<file path="config.mk">
export PLATFORM = sky130hd
export DESIGN_NAME = bdm_back
export DESIGN_NICKNAME = d
export VERILOG_FILES = /design/src/rtl/core/bdm_pkg.sv /design/src/rtl/core/bdm_back.sv
export VERILOG_INCLUDE_DIRS = /design/src /design/src/rtl/core
export SDC_FILE = /design/constraint.sdc
export NUM_CORES = 1
export LEC_CHECK = 0
export ABC_AREA = 1
export BUFFER_PORTS_ARGS = -buffer_cell sky130_fd_sc_hd__buf_4
export CORE_MARGIN = 2
export CORE_UTILIZATION = 50
export CTS_CLUSTER_SIZE = 40
export DETAILED_ROUTE_END_ITERATION = 10
export PLACE_DENSITY = 0.77
export SKIP_LAST_GASP = 1
export SYNTH_ARGS = -nofsm -noshare
export SYNTH_HDL_FRONTEND = slang
export SYNTH_SLANG_ARGS = --single-unit
</file>
<file path="constraint.sdc">
create_clock -name clk -period 3.05 [get_ports clk]
set_clock_uncertainty 0.15 [all_clocks]
set_input_delay 0.305 -clock clk [delete_from_list [all_inputs] [get_ports clk]]
set_output_delay 0.305 -clock clk [all_outputs]
set_load 0.05 [all_outputs]
</file>
<file path="src/rtl/core/bayer_rggb_demosaic_macros.svh">
// Assertion helpers shared by the demosaic RTL.
// Every check is sampled on the rising edge of clk and is off while rst is high.
`ifndef BAYER_RGGB_DEMOSAIC_MACROS_SVH
`define BAYER_RGGB_DEMOSAIC_MACROS_SVH

// A property that must hold at every clock edge.
`define BDM_ASSERT(label, prop, msg) \
  label: assert property (@(posedge clk) disable iff (rst) (prop)) else $error(msg);

// When the antecedent holds, the consequent must hold in the same cycle.
`define BDM_ASSERT_IMPL(label, ante, cons, msg) \
  label: assert property (@(posedge clk) disable iff (rst) (ante) |-> (cons)) else $error(msg);

`endif

</file>
<file path="src/rtl/core/bdm_pkg.sv">
`timescale 1ns / 1ps

package bdm_pkg;

  // Sizing of the line stores and the sample path.
  localparam int MAX_WIDTH   = 2048;
  localparam int SAMPLE_BITS = 10;
  localparam int MAX_HEIGHT  = 4096;

  // Fixed field widths of the ports.
  localparam int RAW_W      = 16;
  localparam int CHAN_W     = 8;
  localparam int FW_W       = 12;
  localparam int FH_W       = 13;
  localparam int CFG_IDX_W  = 2;
  localparam int CFG_DATA_W = 13;

  // Derived widths.
  localparam int ADDR_W = $clog2(MAX_WIDTH);
  localparam int WCNT_W = $clog2(MAX_WIDTH + 1);
  localparam int ROW_W  = $clog2(MAX_HEIGHT + 1);

  // Job queue between the front and the back. The depth is a power of two.
  localparam int JOB_DEPTH = 4;
  localparam int JOB_PTR_W = $clog2(JOB_DEPTH);
  localparam int JOB_CNT_W = $clog2(JOB_DEPTH + 1);

  localparam logic [FW_W-1:0] FRAME_WIDTH_RESET  = 12'd1920;
  localparam logic [FH_W-1:0] FRAME_HEIGHT_RESET = 13'd1080;

  // Configuration register indexes.
  typedef enum logic [CFG_IDX_W-1:0] {
    CFG_FRAME_WIDTH  = 2'd0,
    CFG_FRAME_HEIGHT = 2'd1
  } cfg_index_t;

  typedef logic [SAMPLE_BITS-1:0] sample_t;

  // 3x3 neighborhood, indexed [row][column]; row 0 is the top, column 0 the oldest.
  typedef logic [2:0][2:0][SAMPLE_BITS-1:0] window_t;

  typedef struct packed {
    logic [RAW_W-1:0] raw_sample;
    logic             drain;
  } raw_t;

  typedef struct packed {
    logic [CHAN_W-1:0] red;
    logic [CHAN_W-1:0] green;
    logic [CHAN_W-1:0] blue;
    logic              end_of_row;
    logic              end_of_frame;
  } pixel_t;

  // Classification of one window: which sites it yields and their edge flags.
  // Site A is the column left of the newest one, site B the newest column.
  typedef struct packed {
    logic emit_a;
    logic emit_b;
    logic a_last;
    logic a_left;
    logic b_left;
    logic c_odd;
    logic y_odd;
    logic top;
    logic bottom;
  } job_info_t;

  typedef struct packed {
    window_t   win;
    job_info_t info;
  } job_t;

  typedef struct packed {
    logic                 empty;
    logic [JOB_CNT_W-1:0] count;
  } job_status_t;

  // Truncating mean of two samples.
  function automatic sample_t avg2(sample_t a, sample_t b);
    logic [SAMPLE_BITS:0] sum;
    sum = {1'b0, a} + {1'b0, b};
    return sum[SAMPLE_BITS:1];
  endfunction

  // Top eight bits of a sample form one output channel.
  function automatic logic [CHAN_W-1:0] chan(sample_t v);
    return v[SAMPLE_BITS-1 -: CHAN_W];
  endfunction

endpackage

</file>
<file path="src/rtl/core/bdm_back.sv">
`timescale 1ns / 1ps
`include "bayer_rggb_demosaic_macros.svh"

module bdm_back import bdm_pkg::*; (
  input  logic        clk,
  input  logic        rst,
  input  job_status_t jstat,
  input  job_t        job,
  output logic        job_pop,
  output logic        empty,
  input  logic        pop,
  output pixel_t      pixel
);

  // Set while the head window has given its first site and still owes the second.
  logic phase;

  logic    advance, take, use_b, last, left, x_odd, two_site_head;
  window_t h_win, v_win;
  sample_t r_val, g_val, b_val;
  pixel_t  res;

  logic   out_valid;
  pixel_t out_pix;

  assign advance = !out_valid || pop;
  assign take    = !jstat.empty && advance;
  assign use_b   = !job.info.emit_a || phase;
  assign job_pop = take && (use_b || !job.info.emit_b);

  always_ff @(posedge clk) begin
    if (rst) begin
      phase <= 1'b0;
    end else if (take) begin
      phase <= !use_b && job.info.emit_b;
    end
  end

  // Edge flags of the site being produced.
  assign last  = use_b ? 1'b1 : job.info.a_last;
  assign left  = use_b ? job.info.b_left : job.info.a_left;
  assign x_odd = use_b ? job.info.c_odd : !job.info.c_odd;

  // Pick the three columns and apply the left and right edge substitutions.
  always_comb begin
    for (int r = 0; r < 3; r++) begin
      h_win[r][0] = use_b ? job.win[r][1] : job.win[r][0];
      h_win[r][1] = use_b ? job.win[r][2] : job.win[r][1];
      h_win[r][2] = job.win[r][2];
      if (last) begin
        h_win[r][2] = left ? h_win[r][1] : h_win[r][0];
      end
      if (left) begin
        h_win[r][0] = h_win[r][2];
      end
    end
  end

  // Top and bottom edge substitutions.
  always_comb begin
    v_win[1] = h_win[1];
    v_win[2] = h_win[2];
    if (job.info.bottom) begin
      v_win[2] = job.info.top ? h_win[1] : h_win[0];
    end
    v_win[0] = job.info.top ? v_win[2] : h_win[0];
  end

  // Bilinear interpolation by color phase of the site.
  always_comb begin
    if (!job.info.y_odd) begin
      if (!x_odd) begin
        r_val = v_win[1][1];
        g_val = avg2(v_win[1][2], v_win[2][1]);
        b_val = v_win[2][2];
      end else begin
        r_val = avg2(v_win[1][0], v_win[1][2]);
        g_val = v_win[1][1];
        b_val = avg2(v_win[2][0], v_win[2][2]);
      end
    end else begin
      if (!x_odd) begin
        r_val = avg2(v_win[0][1], v_win[2][1]);
        g_val = v_win[1][1];
        b_val = avg2(v_win[1][0], v_win[1][2]);
      end else begin
        r_val = v_win[0][2];
        g_val = avg2(v_win[0][1], v_win[1][2]);
        b_val = v_win[1][1];
      end
    end
    res.red          = chan(r_val);
    res.green        = chan(g_val);
    res.blue         = chan(b_val);
    res.end_of_row   = last;
    res.end_of_frame = last && job.info.bottom;
  end

  // Output register.
  always_ff @(posedge clk) begin
    if (rst) begin
      out_valid <= 1'b0;
    end else if (advance) begin
      out_valid <= take;
    end
  end

  always_ff @(posedge clk) begin
    if (take) begin
      out_pix <= res;
    end
  end

  assign empty = !out_valid;
  assign pixel = out_pix;

  // A pending second site needs a two-site window at the queue head.
  assign two_site_head = !jstat.empty && job.info.emit_a && job.info.emit_b;

  `BDM_ASSERT_IMPL(a_phase_head, phase, two_site_head, "second site pending without a two-site head")

endmodule

</file>
Word-level counts from Yosys, hierarchy flattened --
Index checks and enable logic that the tools add are counted.
Word-level totals: bits of input ports 106, flip-flop bits (word level) 28, output and inout bits 28
Cells by class: $add $sub $neg 5, reductions and logical operators 13, muxes and demuxes 30
Operators by type and width (number):
- $mux W10 | 24
- $mux W30 | 3
- $add A10 B10 Y11 | 5
- $logic_not A1 Y1 | 6
- $logic_and A1 B1 Y1 | 4
- $logic_or A1 B1 Y1 | 3
- $mux W1 | 3

Depth between registers and ports, before layout --
depth after elaboration 12, depth in mapped cells 27, mapped depth without buffers 24

Worst setup path after synthesis --
Ideal clock, no wire load.
path type input port to output port, start input pop, end output job_pop, buffers on the path 0, arrival 3.006 ns, cell stages on the path 3, setup slack -0.411 ns, cell sequence inv_1 > a21oi_1 > a21boi_0
Between the ends: cells in the longest elaborated chain, start to end 3
Ends and longest elaborated chain:
- from (decl) | line bdm_back.sv:11 | input logic pop,
- $logic_or A1 B1 Y1 | line bdm_back.sv:26 | assign advance = !out_valid || pop;
- $logic_and A1 B1 Y1 | line bdm_back.sv:27 | assign take = !jstat.empty && advance;
- named net take | line bdm_back.sv:18 | logic advance, take, use_b, last, left, x_odd, two_site_head;
- $logic_and A1 B1 Y1 | line bdm_back.sv:29 | assign job_pop = take && (use_b || !job.info.emit_b);
- to (decl) | line bdm_back.sv:9 | output logic job_pop,
The timed path passes the listed nets, and every way through them passes these cells.

Worst setup path after layout --
start register phase, end register out_pix (netlist bit pixel[8]) (data pin)
Between the ends: cells in the longest elaborated chain, start to end 10, elaborated cells between the ends (all ways) 26, those cells by class 2 x add/sub; 23 x mux; 1 x reduce/logical
Ends and longest elaborated chain:
- from (decl) | line bdm_back.sv:16 | logic phase;
- from (signal assigned) | line bdm_back.sv:35 | phase <= !use_b && job.info.emit_b;
- $logic_or A1 B1 Y1 (*) | line bdm_back.sv:28 | assign use_b = !job.info.emit_a || phase;
- $mux W10, or another cell as far along | line bdm_back.sv:47 | h_win[r][0] = use_b ? job.win[r][1] : job.win[r][0];
- $mux W10 | line bdm_back.sv:51 | h_win[r][2] = left ? h_win[r][1] : h_win[r][0];
- $mux W10 | line bdm_back.sv:50 | if (last) begin
- $mux W10 | line bdm_back.sv:53 | if (left) begin
- $mux W30 | line bdm_back.sv:64 | v_win[2] = job.info.top ? h_win[1] : h_win[0];
- $mux W30 | line bdm_back.sv:63 | if (job.info.bottom) begin
- $add A10 B10 Y11 | line bdm_pkg.sv:82 | sum = {1'b0, a} + {1'b0, b};
- $mux W10 | line bdm_back.sv:72 | if (!x_odd) begin
- $mux W10 (*) | line bdm_back.sv:71 | if (!job.info.y_odd) begin
- named net b_val[8] | line bdm_back.sv:20 | sample_t r_val, g_val, b_val;
- to (signal assigned) | line bdm_back.sv:110 | out_pix <= res;
- to (decl) | line bdm_back.sv:24 | pixel_t out_pix;
The timed path passes the listed nets; every way through them passes the cells marked *. A chain may end at the register's enable or synchronous reset.

==> out/qor.csv <==
metric;value;unit
power density over the cells;472;nW/um2
post-synthesis cell type count;49;
area grow syn2layout;67.2;%
clock sinks;28;
Rel. slew slack;46.5;%
HP Start;rst;
combinational power share;80.1;%
diodes inserted;0;
max frequency;0.286;GHz
Worst Tran Pin Value;0.802;ns
number of synthesized flops with an enable pin;26;
P_int;0.00245;W
switch share;49.0;%
Seq pwr share;10.8;%
sequential area share after synthesis;13.5;%
Final Cycle Share;115;%
Post-Syn Instances;1094;
fin crit period;3.50;ns
critical path data required time;3.02;ns
Syn Area/Cell;5.56;um2
FF-to-FF Start;phase;
largest buffer count on any clock path;2;
layout cells sized above 1;39.8;%
hold crit path type;input port to register;
Yosys top cell area share;20.8;%
P_leak;5.14;nW
DPL Wire Length;21000;um
row cnt;40;
WL final;30600;um
CTS tree;done;
fillers;749;
Worst-Skew Late Latency;0.28;ns
drt initial violations;1330;
WHS;0.0572;ns
Setup violations, final;20;
die span in x;114;um
top-level port count;134;
CP startpoint;phase;
Synth area leaders;nand2_1 (21%), edfxtp_1 (13%), a21oi_1 (9.2%);
outcome;finished with violations;
Max-cap violations;0;
IO buf count;130;
Total Die Area;13100;um2
grt ovf;0;
Initial Util;50.9;%
CTS clk-pin slew, worst paths;0.09;ns
H-Tree Depth;1;
Place WS;-0.358;ns
Synth Flop Type;edfxtp_1;
Reg2Reg Setup Slack;-0.45;ns
hold_buf cts;0;
Yosys reg bits;28;
CP arrival;3.47;ns
die height;114;um
Yosys Warn Count;0;
Tot GR Track Use;43.3;%
Crit. End Element;register;
DR vias;9682;
largest net degree at the start of global routing;46;
violated checks;setup timing;
drt first pass iters;8;
Syn Nets;1243;
Syn Std Cell Area;6090;um2
Root Buffer;clkbuf_16;
Via-to-Cell Ratio;6.12;
crit path launch type;register;
Slew Limit Fails;0;
Final Net Count;1584;
Core Box Area;12000;um2
worst vdd ir;0.000319;V
Placer Congestion;0.968;
TritonCTS Buffers;3;
Async SR Flop Fraction;0;%
DRC;0;
initial antenna violation count;0;
power share of the clock group;9.1;%
DR WL/cell;19.3;um
Synth area leader;nand2_1;
vias in the first global route;8947;
Detail Route Antenna Nets;0;
Fin. Hold Viols;0;
Layout Utilization;85.1;%
final setup margin;-0.450;ns
global-route wire length before repair;44500;um
unrepaired setup endpoints after global routing;true;
critical path type;register to register;
CP max FO;8;
P_sw;0.00236;W
cell usage in the layout (no fill, tap or decap), drive strengths merged, types with 3 or more instances in the layout:
cell type  count
a21boi         6
xor2           9
clkbuf         4
o221ai         3
nor3           8
a21oi        113
o21a           6
edfxtp        26
a211oi         5
xnor2          3
ha            43
nand3         79
o22ai         14
nand4          6
inv          120
nand3b         5
nand2        340
or2            5
o211ai        10
nor2          91
a31oi          8
buf          387
o21ai        125
routing by layer:
metal	wire length (um)	vias to the layer above	track usage, %
met5	0	-	0
met4	2390	0	25.0
met3	3460	212	5.35
met2	13400	765	71.5
met1	11300	4351	54.5
li1	-	4354	-
kinds of logic (layout without fill, tap and decap cells):
family,after synthesis,after routing,synth area share (%)
flops,28,28,13.5
fa+ha+maj,43,43,8.84
simple gates,535,535,36.0
buf+inv,173,513,12.0
mux,2,2,0.329
compound gates,301,301,27.5
xor+xnor,12,12,1.85
cells in the mapped netlist (9+ instances only):
| master | number |
|---|---|
| ha_1 | 43 |
| buf_2 | 12 |
| nor2_1 | 89 |
| o21ai_1 | 32 |
| nand3_1 | 78 |
| inv_1 | 118 |
| o21ai_0 | 90 |
| edfxtp_1 | 26 |
| clkbuf_1 | 23 |
| o22ai_1 | 14 |
| nand2_1 | 337 |
| o211ai_1 | 9 |
| a21oi_1 | 112 |
final cells by class:
class / count / area (um2) / share of cell area [%]
Clock inverter: 1 / 30.0 / 0.295
Inverter: 120 / 455 / 4.48
Multi-Input combinational cell: 893 / 5440 / 53.4
Tap cell: 147 / 184 / 1.81
Timing Repair Buffer: 389 / 3170 / 31.2
Clock buffer: 3 / 75.1 / 0.738
Sequential cell: 28 / 825 / 8.10
repair_timing:
item / 4_1_cts / 5_1_grt
cloned: 3 / 1
resized for setup: 154 / 56
buffers inserted: 17 / 1
pin swaps: 58 / 36
endpoints found under the setup margin: 23 / 24
sequential cells by signal (all words and copies together), names as in the netlist:
name       cells
pixel         26
out_valid      1
phase          1
power by group through the flow:
stage	Sequential [W]	Clock, W	Combinational (W)
floorplan	0.000716	0	0.00163
global placement	0.000526	0	0.00309
detailed placement	0.000529	0	0.00314
CTS	0.000520	0.000431	0.00352
global route	0.000525	0.000440	0.00409
finish	0.000520	0.000435	0.00385
stage by stage:
stage          cells  cell area [um2]  total power, W  TNS (ns)
2_1_floorplan   1094             6260         0.00235    -0.286
3_3_place_gp    1555             8960         0.00361     -3.99
3_5_place_dp    1555             8960         0.00367     -4.98
4_1_cts         1579             9880         0.00447    -0.763
5_1_grt         1581            10200         0.00505     -8.57
6_report        1581            10200         0.00480     -5.29
worst max-delay path: stages (launching register included):
cell      delay (ns)
dfxtp_4         0.37
inv_6           0.08
nand2_8         0.11
buf_12          0.17
buf_8           0.12
o21ai_4         0.11
nand2_2         0.08
o21ai_2         0.06
nand2_1         0.08
o21ai_2         0.08
nand2_1         0.11
a21oi_2         0.16
nor2_1          0.06
a31oi_1         0.22
inv_1           0.14
ha_4            0.29
a21oi_4         0.15
o21ai_4         0.09
a221oi_2        0.27
nand2_1         0.08
nand2_1         0.06
nand3_1         0.08
a22oi_1         0.21
final timing paths:
kind / to / depth (start not counted)
worst max-delay path: pixel[8] / 22
worst min register to register: out_valid / 2
worst min-delay path: phase / 2
worst max register to register: pixel[8] / 22
(Power assumes the default switching activity.)
