**config.mk**
```make
export PLATFORM = sky130hd
export DESIGN_NAME = bdm_job_fifo
export DESIGN_NICKNAME = d
export VERILOG_FILES = /design/src/rtl/core/bdm_pkg.sv /design/src/rtl/core/bdm_job_fifo.sv
export VERILOG_INCLUDE_DIRS = /design/src /design/src/rtl/core
export SDC_FILE = /design/constraint.sdc
export NUM_CORES = 1
export LEC_CHECK = 0
export BUFFER_PORTS_ARGS = -buffer_cell sky130_fd_sc_hd__buf_2
export CORE_MARGIN = 5
export CORE_UTILIZATION = 41
export DETAILED_ROUTE_END_ITERATION = 7
export PLACE_DENSITY = 0.62
export SLEW_MARGIN = 0
export SYNTH_ARGS = -nofsm -noshare
export SYNTH_HDL_FRONTEND = slang
export SYNTH_SLANG_ARGS = --single-unit
```
**constraint.sdc**
```tcl
create_clock -name clk -period 8.04 [get_ports clk]
set_clock_uncertainty 0.05 [all_clocks]
set_input_delay 0.804 -clock clk [delete_from_list [all_inputs] [get_ports clk]]
set_output_delay 0.804 -clock clk [all_outputs]
set_load 0.005 [all_outputs]
```
**src/rtl/core/bayer_rggb_demosaic_macros.svh**
```systemverilog
// Assertion helpers shared by the demosaic RTL.
// Every check is sampled on the rising edge of clk and is off while rst is high.
`ifndef BAYER_RGGB_DEMOSAIC_MACROS_SVH
`define BAYER_RGGB_DEMOSAIC_MACROS_SVH

// A property that must hold at every clock edge.
`define BDM_ASSERT(label, prop, msg) \
  label: assert property (@(posedge clk) disable iff (rst) (prop)) else $error(msg);

// When the antecedent holds, the consequent must hold in the same cycle.
`define BDM_ASSERT_IMPL(label, ante, cons, msg) \
  label: assert property (@(posedge clk) disable iff (rst) (ante) |-> (cons)) else $error(msg);

`endif

```
**src/rtl/core/bdm_pkg.sv**
```systemverilog
`timescale 1ns / 1ps

package bdm_pkg;

  // Sizing of the line stores and the sample path.
  localparam int MAX_WIDTH   = 2048;
  localparam int SAMPLE_BITS = 10;
  localparam int MAX_HEIGHT  = 4096;

  // Fixed field widths of the ports.
  localparam int RAW_W      = 16;
  localparam int CHAN_W     = 8;
  localparam int FW_W       = 12;
  localparam int FH_W       = 13;
  localparam int CFG_IDX_W  = 2;
  localparam int CFG_DATA_W = 13;

  // Derived widths.
  localparam int ADDR_W = $clog2(MAX_WIDTH);
  localparam int WCNT_W = $clog2(MAX_WIDTH + 1);
  localparam int ROW_W  = $clog2(MAX_HEIGHT + 1);

  // Job queue between the front and the back. The depth is a power of two.
  localparam int JOB_DEPTH = 4;
  localparam int JOB_PTR_W = $clog2(JOB_DEPTH);
  localparam int JOB_CNT_W = $clog2(JOB_DEPTH + 1);

  localparam logic [FW_W-1:0] FRAME_WIDTH_RESET  = 12'd1920;
  localparam logic [FH_W-1:0] FRAME_HEIGHT_RESET = 13'd1080;

  // Configuration register indexes.
  typedef enum logic [CFG_IDX_W-1:0] {
    CFG_FRAME_WIDTH  = 2'd0,
    CFG_FRAME_HEIGHT = 2'd1
  } cfg_index_t;

  typedef logic [SAMPLE_BITS-1:0] sample_t;

  // 3x3 neighborhood, indexed [row][column]; row 0 is the top, column 0 the oldest.
  typedef logic [2:0][2:0][SAMPLE_BITS-1:0] window_t;

  typedef struct packed {
    logic [RAW_W-1:0] raw_sample;
    logic             drain;
  } raw_t;

  typedef struct packed {
    logic [CHAN_W-1:0] red;
    logic [CHAN_W-1:0] green;
    logic [CHAN_W-1:0] blue;
    logic              end_of_row;
    logic              end_of_frame;
  } pixel_t;

  // Classification of one window: which sites it yields and their edge flags.
  // Site A is the column left of the newest one, site B the newest column.
  typedef struct packed {
    logic emit_a;
    logic emit_b;
    logic a_last;
    logic a_left;
    logic b_left;
    logic c_odd;
    logic y_odd;
    logic top;
    logic bottom;
  } job_info_t;

  typedef struct packed {
    window_t   win;
    job_info_t info;
  } job_t;

  typedef struct packed {
    logic                 empty;
    logic [JOB_CNT_W-1:0] count;
  } job_status_t;

  // Truncating mean of two samples.
  function automatic sample_t avg2(sample_t a, sample_t b);
    logic [SAMPLE_BITS:0] sum;
    sum = {1'b0, a} + {1'b0, b};
    return sum[SAMPLE_BITS:1];
  endfunction

  // Top eight bits of a sample form one output channel.
  function automatic logic [CHAN_W-1:0] chan(sample_t v);
    return v[SAMPLE_BITS-1 -: CHAN_W];
  endfunction

endpackage

```
**src/rtl/core/bdm_job_fifo.sv**
```systemverilog
`timescale 1ns / 1ps
`include "bayer_rggb_demosaic_macros.svh"

module bdm_job_fifo import bdm_pkg::*; (
  input  logic        clk,
  input  logic        rst,
  input  logic        push,
  input  job_t        wdata,
  input  logic        pop,
  output job_t        rdata,
  output job_status_t status
);

  localparam logic [JOB_CNT_W-1:0] FULL_COUNT = JOB_CNT_W'(JOB_DEPTH);

  job_t                 mem [JOB_DEPTH];
  logic [JOB_PTR_W-1:0] wptr, rptr;
  logic [JOB_CNT_W-1:0] count;

  // Pointers wrap naturally since the depth is a power of two.
  always_ff @(posedge clk) begin
    if (rst) begin
      wptr  <= '0;
      rptr  <= '0;
      count <= '0;
    end else begin
      if (push) begin
        wptr <= wptr + JOB_PTR_W'(1);
      end
      if (pop) begin
        rptr <= rptr + JOB_PTR_W'(1);
      end
      if (push && !pop) begin
        count <= count + JOB_CNT_W'(1);
      end else if (pop && !push) begin
        count <= count - JOB_CNT_W'(1);
      end
    end
  end

  always_ff @(posedge clk) begin
    if (push) begin
      mem[wptr] <= wdata;
    end
  end

  assign rdata        = mem[rptr];
  assign status.empty = count == '0;
  assign status.count = count;

  `BDM_ASSERT_IMPL(a_no_overflow, push && !pop, count != FULL_COUNT, "job queue overflow")
  `BDM_ASSERT_IMPL(a_no_underflow, pop, count != '0, "job queue underflow")

endmodule

```
# ---- Word-level counts from Yosys, hierarchy flattened
# Memories as Yosys holds them, arrays and structs flattened. A register that Yosys moved wholly into a read port is not among the register bits.
# Index checks and enable logic that the tools add are counted.
dict set report word_totals {
  register_bits 7
  latchBits 0
  mem_bits_rw 396
  romBits 0
  elab_cells 20
  memories 1
}
dict set report op_classes {
  n_addsub 4
  mul 0
  n_div 0
  magnitude_cmp 0
  eq_ne 0
  shift 0
  mux 6
  n_bitwise 0
  reduce_logical 6
}
# memory depth width read_ports rd_clocked_by_memory_dff write_ports line
set memory_table {}
lappend memory_table {mem 4 99 1 1 1 bdm_job_fifo.sv:16} ;# job_t mem [JOB_DEPTH];
# operator n
set ops {}
lappend ops {{3-bit 2-to-1 mux} 2}
lappend ops {{2-bit by 1-bit adder with 2-bit output (second input constant)} 2}
lappend ops {{2-bit 2-to-1 mux} 2}
lappend ops {{3-bit by 1-bit adder with 3-bit output (second input constant)} 1}
lappend ops {{3-bit zero test} 1}
lappend ops {{3-bit by 1-bit subtractor with 3-bit output (second input constant)} 1}
lappend ops {{1-bit logical AND} 2}
lappend ops {{1-bit zero test} 2}
lappend ops {{1-bit 2-to-1 mux} 2}
lappend ops {{2-bit nonzero test} 1}

# ---- Logic depth before layout (Yosys ltp)
# Gate-level depths: netlist of run 1.
dict set report logic_depth {
  ltp_word 4
  mapped_depth 7
  ltp_nobuf 7
}

# ---- Worst setup path before layout of run 1
# No wires, ideal clock.
dict set report synth_timing {
  path_type {input-to-reg}
  startpoint {input push}
  endpoint {memory mem[0][0] (netlist name) (enable)}
  setup_ps 469
  arrival_ps 3091
  required_ps 7521
  slack_ps 4431
  stages 1
  path_buffers 0
  path_cell_list {and2_1}
}
dict set report synth_between {
  elab_chain_len 2
}
# item line
set synth_rtl {}
lappend synth_rtl {{from (decl)} bdm_job_fifo.sv:7} ;# input logic push,
lappend synth_rtl {{1-bit 2-to-1 mux} bdm_job_fifo.sv:42} ;# if (push) begin
lappend synth_rtl {{1-bit 2-to-1 mux (not written as such)} bdm_job_fifo.sv:43} ;# mem[wptr] <= wdata;
lappend synth_rtl {{to (decl)} bdm_job_fifo.sv:16}
# Every way passes these cells.

==> metrics.yaml, run 1 <==
outcome:
  run_status: "finished, final reports clean"
yosys:
  postSynth.asyncResetShare_pct: 0
  ys_dominant_reg_cell: "sky130_fd_sc_hd__edfxtp_1"
  syn_area_per_cell_um2: 26.2
  synth_top_cells_by_area: "sky130_fd_sc_hd__edfxtp_1, sky130_fd_sc_hd__mux4_2, sky130_fd_sc_hd__dfxtp_1, sky130_fd_sc_hd__ha_1, sky130_fd_sc_hd__buf_2"
  most_frequently_used_cell_type_in_the_post_synthesis_netlist: "sky130_fd_sc_hd__edfxtp_1"
  yosys-top-cells-count: "sky130_fd_sc_hd__edfxtp_1, sky130_fd_sc_hd__mux4_2, sky130_fd_sc_hd__buf_2, sky130_fd_sc_hd__clkbuf_1, sky130_fd_sc_hd__dfxtp_1"
  synth_largest_type_area_fraction_pct: 81.1
  post_synth_inst_count: 560
  syn-cell-area_um2: 14700
  seq_area_frac_synth_pct: 82.3
  synth_cell_types: 21
  ffs_latches_synth: 405
  synth_edf_count: 396
  synth-warning-count: 0
  synthesis.nets: 669
  synth_top_cell_by_area: "sky130_fd_sc_hd__edfxtp_1"
worst_setup_path:
  crit_path_kind: "register to output pin"
  start_kind: "register"
  timing.critical_path.arrival_ns: 3.09
  worst-path-max-fanout: 47
  rr_startpoint: "wptr[0]"
  worst_setup_path_end_kind: "output pin"
  critPathRequiredTime_ns: 7.19
floorplanning:
  die_h_um: 199
  number_of_rows_created_at_floorplan: 69
  floorplan.die_area_um2: 39700
  fp.dieW_um: 199
  floorplan.initialDensity_pct: 41.3
  placeableCoreArea_um2: 35500
  ioPinCount: 206
cts:
  post_cts_resized: 0
  clock_sink_count: 405
  cts.root.buffer_cell: "sky130_fd_sc_hd__clkbuf_16"
  cts.htree.levels: 2
  ctsLongestPathBuffers: 3
  cts_inserted_buffers: 42
  cts_setup_buffers: 0
  cts_tree: "yes"
  worst_setup_hold_path_clk_slew_ns: 0.06
  ctsHoldBuffers: 0
  worstSkewPairLatency_ns: 0.53
timing:
  max-slew-margin-rel_pct: 28.8
  hold_viol: 0
  maxSlewViolCount: 0
  setup_viol_count_final: 0
  fmax_mhz: 253
  rsz0062_at_grt: "false"
  setup_total_negative_slack_ns: 0
  finalCritPeriodShare_pct: 49.1
  minimum_period_implied_by_the_final_worst_setup_slack_ns: 3.95
  worst_pin_slew_ns: 1.07
run:
  max_cap_violations: 0
route:
  dr.first_iter.drc_count: 330
  detail_route.vias_per_cell: 5.04
  drc_errors: 0
  vias: 6490
  routed_wirelength_um: 28400
  routed_len_inst_um: 22.0
  antenna_left: 0
  drtPass1Iterations: 4
global_route:
  grt_pass1_wl_um: 42800
  grt_overflow: 0
  all_layer_global_routing_usage_pct: 14.3
  number_of_antenna_violations_at_the_first_check_in_global_routing: 5
  pin_count_of_the_biggest_net_entering_global_routing: 65
  first_global_vias: 7093
power_and_ir_drop:
  ir_worst_vdd_v: 0.000181
  power_per_cell_area_nw_per_um2: 266
  leakagePower_nw: 5.86
  totalPowerFinal_mw: 4.66
placed_design:
  gp_congestion: 0.663
  port_buffers: 205
  place_hpwl_um: 16600
hold_path:
  hold_class: "primary input to register"
  worstHoldStart: "wdata[10]"
final_layout:
  finalNetCount: 902
  layout-drive-gt1-share_pct: 46.1
  area_growth_pct: 19.3
-- per-stage QoR --
step	instances	area, um2	hold WS (ns)	utilization [%]	worst slack, ns
2_1_floorplan	560	14700	0.435	-	4.43
3_3_place_gp	1210	16200	0.442	45.7	4.52
3_5_place_dp	1210	16200	0.457	45.7	4.50
4_1_cts	1286	17500	0.397	49.3	3.91
5_1_grt	1286	17500	0.407	49.3	3.74
6_report	1287	17500	0.428	49.3	4.09
-- sequential cells by signal, indices dropped and copies added, names as in the netlist, named ones only --
signal / cells
mem: 396
wptr: 2
count: 3
rptr: 2
-- area by class of cell --
type,instances,area [um2]
antenna,1,2.50
clock buffer,45,1060
sequential,405,12100
timing repair buffer,212,1080
multi-input combinational,128,2460
fill,2863,18000
inverter,4,15.0
clock inverter,31,229
tap,461,577
-- cell families after synthesis --
family          synth area share (%)
fa+ha+maj                      0.563
buf+inv                         1.01
flops                           82.3
mux                             15.3
simple gates                   0.452
xor+xnor                       0.299
compound gates                0.0682
-- path summary, 6_finish.rpt --
kind / end / slack [ns] / cells past startpoint
min reg2reg: count[2] / 0.47 / 2
min: mem[0][10] / 0.43 / 1
max reg2reg: mem[2][1] / 5.53 / 4
max: rdata[72] / 4.09 / 3
-- cells in the final DEF, fill, tap and decap left out, drive strengths merged --
cell / n
buf: 212
fa: 1
mux2i: 2
nand2: 1
clkinvlp: 4
dfxtp: 9
edfxtp: 396
and2: 4
clkinv: 21
nor2: 7
xor2: 3
o21ai: 1
xnor2: 2
diode: 1
nor3: 1
or3: 1
mux4: 99
a21oi: 1
ha: 5
bufinv: 2
clkbuf: 45
inv: 8
-- layer usage --
layer | GRT usage, % | routed length, um | vias to the layer above
met5 | 0 | 66 | -
met4 | 3.60 | 499 | 10
met3 | 4.33 | 2070 | 50
met2 | 23.0 | 13600 | 161
met1 | 19.3 | 12100 | 3395
li1 | - | - | 2874
-- critical path, stage by stage (launching register included) --
cell	delay, ns
sky130_fd_sc_hd__dfxtp_4	0.83
sky130_fd_sc_hd__buf_4	0.89
sky130_fd_sc_hd__mux4_2	0.62
sky130_fd_sc_hd__buf_2	0.15
-- power by group --
group          internal [mW]  switching [mW]  leakage [nW]
sequential              2.43          0.0403          3.71
combinational          0.193           0.195          1.52
clock                   1.03           0.781         0.630
total                   3.65            1.02          5.86
(Power assumes the default switching activity.)
==> inputs of run 2 (changes only) <==
ABC_AREA = 1   (was unset)
PLACE_DENSITY = 0.64   (was 0.62)
clock period = 3.41 ns   (was 8.04 ns; I/O delays follow)
==> run 2 against run 1 <==
Non-clock buffer count up 110. Critical path depth up 2. Total power up 140%. Hold slack worse by 0.34 ns. Via count up 44%. Wire length up 19%. Worst setup slack worse by 3.5 ns. Largest power group unchanged.
==> metrics.yaml, run 2 <==
outcome:
  run_status: "finished, final reports clean"
floorplanning:
  die_h_um: 202  # +1.3%
  floorplan.initialDensity_pct: 41.4  # about the same
  floorplan.die_area_um2: 40700  # +2.6%
  fp.dieW_um: 202  # +1.3%
  number_of_rows_created_at_floorplan: 70  # +1.4%
  placeableCoreArea_um2: 36400  # +2.7%
  ioPinCount: 206  # unchanged
route:
  routed_wirelength_um: 33700  # +19%
  vias: 9364  # +44%
  antenna_left: 0  # unchanged
  drc_errors: 0  # unchanged
  drtPass1Iterations: 5  # +1
  dr.first_iter.drc_count: 622  # +88%
  detail_route.vias_per_cell: 5.16  # +2.3%
  routed_len_inst_um: 18.6  # -16%
yosys:
  ffs_latches_synth: 405  # unchanged
  seq_area_frac_synth_pct: 80.1  # -2.2 points
  post_synth_inst_count: 1014  # +81%
  syn_area_per_cell_um2: 14.9  # -43%
  synth_largest_type_area_fraction_pct: 78.9  # -2.2 points
  synthesis.nets: 1123  # +68%
  syn-cell-area_um2: 15100  # +2.7%
  synth_top_cell_by_area: "sky130_fd_sc_hd__edfxtp_1"
  yosys-top-cells-count: "sky130_fd_sc_hd__edfxtp_1, sky130_fd_sc_hd__nor2_1, sky130_fd_sc_hd__o21ai_0, sky130_fd_sc_hd__o22ai_1, sky130_fd_sc_hd__clkbuf_1"
  postSynth.asyncResetShare_pct: 0  # unchanged
  synth_top_cells_by_area: "sky130_fd_sc_hd__edfxtp_1, sky130_fd_sc_hd__o21ai_0, sky130_fd_sc_hd__nor2_1, sky130_fd_sc_hd__o22ai_1, sky130_fd_sc_hd__dfxtp_1"
  ys_dominant_reg_cell: "sky130_fd_sc_hd__edfxtp_1"
  synth_edf_count: 396  # unchanged
  synth-warning-count: 0  # unchanged
  most_frequently_used_cell_type_in_the_post_synthesis_netlist: "sky130_fd_sc_hd__edfxtp_1"
  synth_cell_types: 22  # +4.8%
final_layout:
  final_cell_mix: "sky130_fd_sc_hd__edfxtp_1, sky130_fd_sc_hd__buf_2, sky130_fd_sc_hd__nor2_1"
  largest_register_ff_count: 396  # unchanged
  area_taken_by_flip_flops_and_latches_um2: 12100  # unchanged
  finalNetCount: 1426  # +58%
  n_fill_cell: 3024  # +5.6%
  multi_input_comb_area_um2: 2560  # +3.9%
  regMostFlops: "mem"
  reg.largest.list: "mem: 396 flops, count: 3 flops"
  most_common_cell_after_layout_fill_and_taps_aside: "sky130_fd_sc_hd__edfxtp_1"
  layout-drive-gt1-share_pct: 21.0  # -25 points
  non_filler_cell_area_final_um2: 18800  # +7.6%
  fin_util_pct: 51.7  # +2.3 points
  area_growth_pct: 24.9
worst_setup_path:
  crit_chain: "clkinv_4 -> buf_4 -> o21ai_0 -> o22ai_1 -> buf_2"
  rr_startpoint: "wptr[0]"
  timing.critical_path.slowest_cell_delay_ns: 0.57  # -0.32 ns
  critPathRequiredTime_ns: 3.02  # -4.17 ns
  worst-path-max-fanout: 64  # +36%
  cpMaxStageDelayCell: "sky130_fd_sc_hd__dfxtp_4"
  start_kind: "register"
  critPathBufInv: 3  # +1
  worst-path-stages: 5  # +2
  timing.critical_path.arrival_ns: 2.44  # -0.65 ns
  worst_setup_path_end_kind: "output pin"
  crit_path_kind: "register to output pin"
  largest_delay_contributor_family_on_the_critical_path: "buffers and inverters"
  r2r.worst_path.cells: 5  # +1
placed_design:
  placed_instance_area_um2: 16500  # +2.0%
  place_hpwl_um: 18600  # +12%
  gp_congestion: 0.716  # +8.0%
  port_buffers: 205  # unchanged
global_route:
  number_of_antenna_violations_at_the_first_check_in_global_routing: 3  # -2
  first_global_vias: 9543  # +35%
  all_layer_global_routing_usage_pct: 16.2  # +1.9 points
  grt_pass1_wl_um: 52600  # +23%
  grt_overflow: 0  # unchanged
  pin_count_of_the_biggest_net_entering_global_routing: 199  # +210%
cts:
  cts_tree: "yes"
  worst_setup_hold_path_clk_slew_ns: 0.06  # about the same
  post_cts_resized: 0  # unchanged
  cts.root.buffer_cell: "sky130_fd_sc_hd__clkbuf_16"
  clock_sink_count: 405  # unchanged
  cts_inserted_buffers: 43  # +2.4%
  cts.htree.levels: 2  # unchanged
  ctsLongestPathBuffers: 3  # unchanged
  worstSkewPairLatency_ns: 0.54  # about the same
timing:
  worst_pin_slew_ns: 0.837  # -0.230 ns
  maxSlewViolCount: 0  # unchanged
  minimum_period_implied_by_the_final_worst_setup_slack_ns: 2.83
  rsz0062_at_grt: "false"
  finalCritPeriodShare_pct: 83.0
  fmax_mhz: 353
  max-slew-margin-rel_pct: 44.2  # +15 points
  setup_total_negative_slack_ns: 0  # unchanged
  hold_viol: 0  # unchanged
  setup_viol_count_final: 0  # unchanged
power_and_ir_drop:
  p_sw_share_pct: 22.2  # +0.40 points
  p_switching_mw: 2.45  # +140%
  totalPowerFinal_mw: 11.0  # +140%
  clock_power_share_pct: 38.7  # about the same
  share_comb_of_total_power_pct: 9.1  # +0.8 points
  leakagePower_nw: 6.61  # +13%
  p_int_mw: 8.57  # +140%
  ir_worst_vdd_v: 0.000597  # +230%
  power.sequential.fraction_pct: 52.1  # -0.8 points
  power_per_cell_area_nw_per_um2: 585  # +120%
hold_path:
  timing.hold.worst_path_depth: 3  # +2
  hold_class: "primary input to register"
  worstHoldStart: "pop"
run:
  max_cap_violations: 0  # unchanged
-- run 2: changes by cell type in the layout (fill, tap and decap cells not counted), sizes merged, moves of 9 or more --
cell,before,now
nor2,7,204
clkbuf,45,59
mux4,99,0
o22ai,0,99
dlygate4sd3,0,100
clkinv,21,12
inv,8,18
o21ai,1,203
buf,212,222
-- run 2: worst paths after layout --
path	end	slack (ns)
max	rdata[90]	0.58
min reg2reg	register	0.41
max reg2reg	mem[2][62]	1.48
min	register	0.09
-- run 2: cell type report --
| cell class | count | share of cell area, % |
|---|---|---|
| multi-input combinational | 528 | 13.6 |
| inverter | 17 | 0.445 |
| clock buffer | 59 | 6.26 |
| timing repair buffer | 322 | 11.8 |
| sequential | 405 | 64.2 |
| antenna | 2 | 0.0266 |
| tap | 468 | 3.11 |
| clock inverter | 15 | 0.578 |
-- run 2: worst register-to-register path, delay by kind of cell, from the launching register on --
family        cells  cell delay (ns)
fa+ha+maj         1             0.16
buf+inv           3             0.91
flops             1             0.33
simple gates      1             0.08
-- run 2: kinds of logic after synthesis --
kind of cell	after synthesis	share of synthesized area, %
flip-flops	405	80.1
AO/OA/AOI/OAI	305	10.9
AND/OR/NAND/NOR	216	5.41
buffers and inverters	81	2.95
adder cells (fa/ha/maj)	6	0.548
XOR/XNOR	1	0.0581
-- run 2: routing by layer --
layer	track usage [%]	wire (um)	vias to the layer above
met5	0	11	-
met3	4.00	2320	55
met1	21.7	14700	4599
met2	26.5	16000	284
li1	-	-	4424
met4	4.57	646	2
-- run 2: through the flow --
| step | worst slack (ns) | std cells | hold WS [ns] |
|---|---|---|---|
| 2_1_floorplan | 0.407 | 1014 | 0.362 |
| 4_1_cts | 0.495 | 1814 | 0.0529 |
| 6_report | 0.578 | 1816 | 0.0877 |
| 5_1_grt | 0.364 | 1816 | 0.102 |
| 3_5_place_dp | 1.09 | 1640 | 0.392 |
| 3_3_place_gp | 1.15 | 1640 | 0.390 |
-- run 2: repair_timing --
action | 4_1_cts | 5_1_grt
endpoints found under the hold margin | 397 | 0
hold buffers | 100 | 0
buffers inserted | 0 | 0
setup endpoints to repair | 0 | 0
-- run 2: power groups by stage --
stage | Sequential [mW] | Clock [mW] | Combinational (mW)
2_1_floorplan | 5.85 | 0 | 0.485
3_3_place_gp | 5.85 | 0 | 0.910
6_report | 5.75 | 4.27 | 1.01
4_1_cts | 5.75 | 4.38 | 1.02
5_1_grt | 5.76 | 4.60 | 1.11
3_5_place_dp | 5.85 | 0 | 0.924
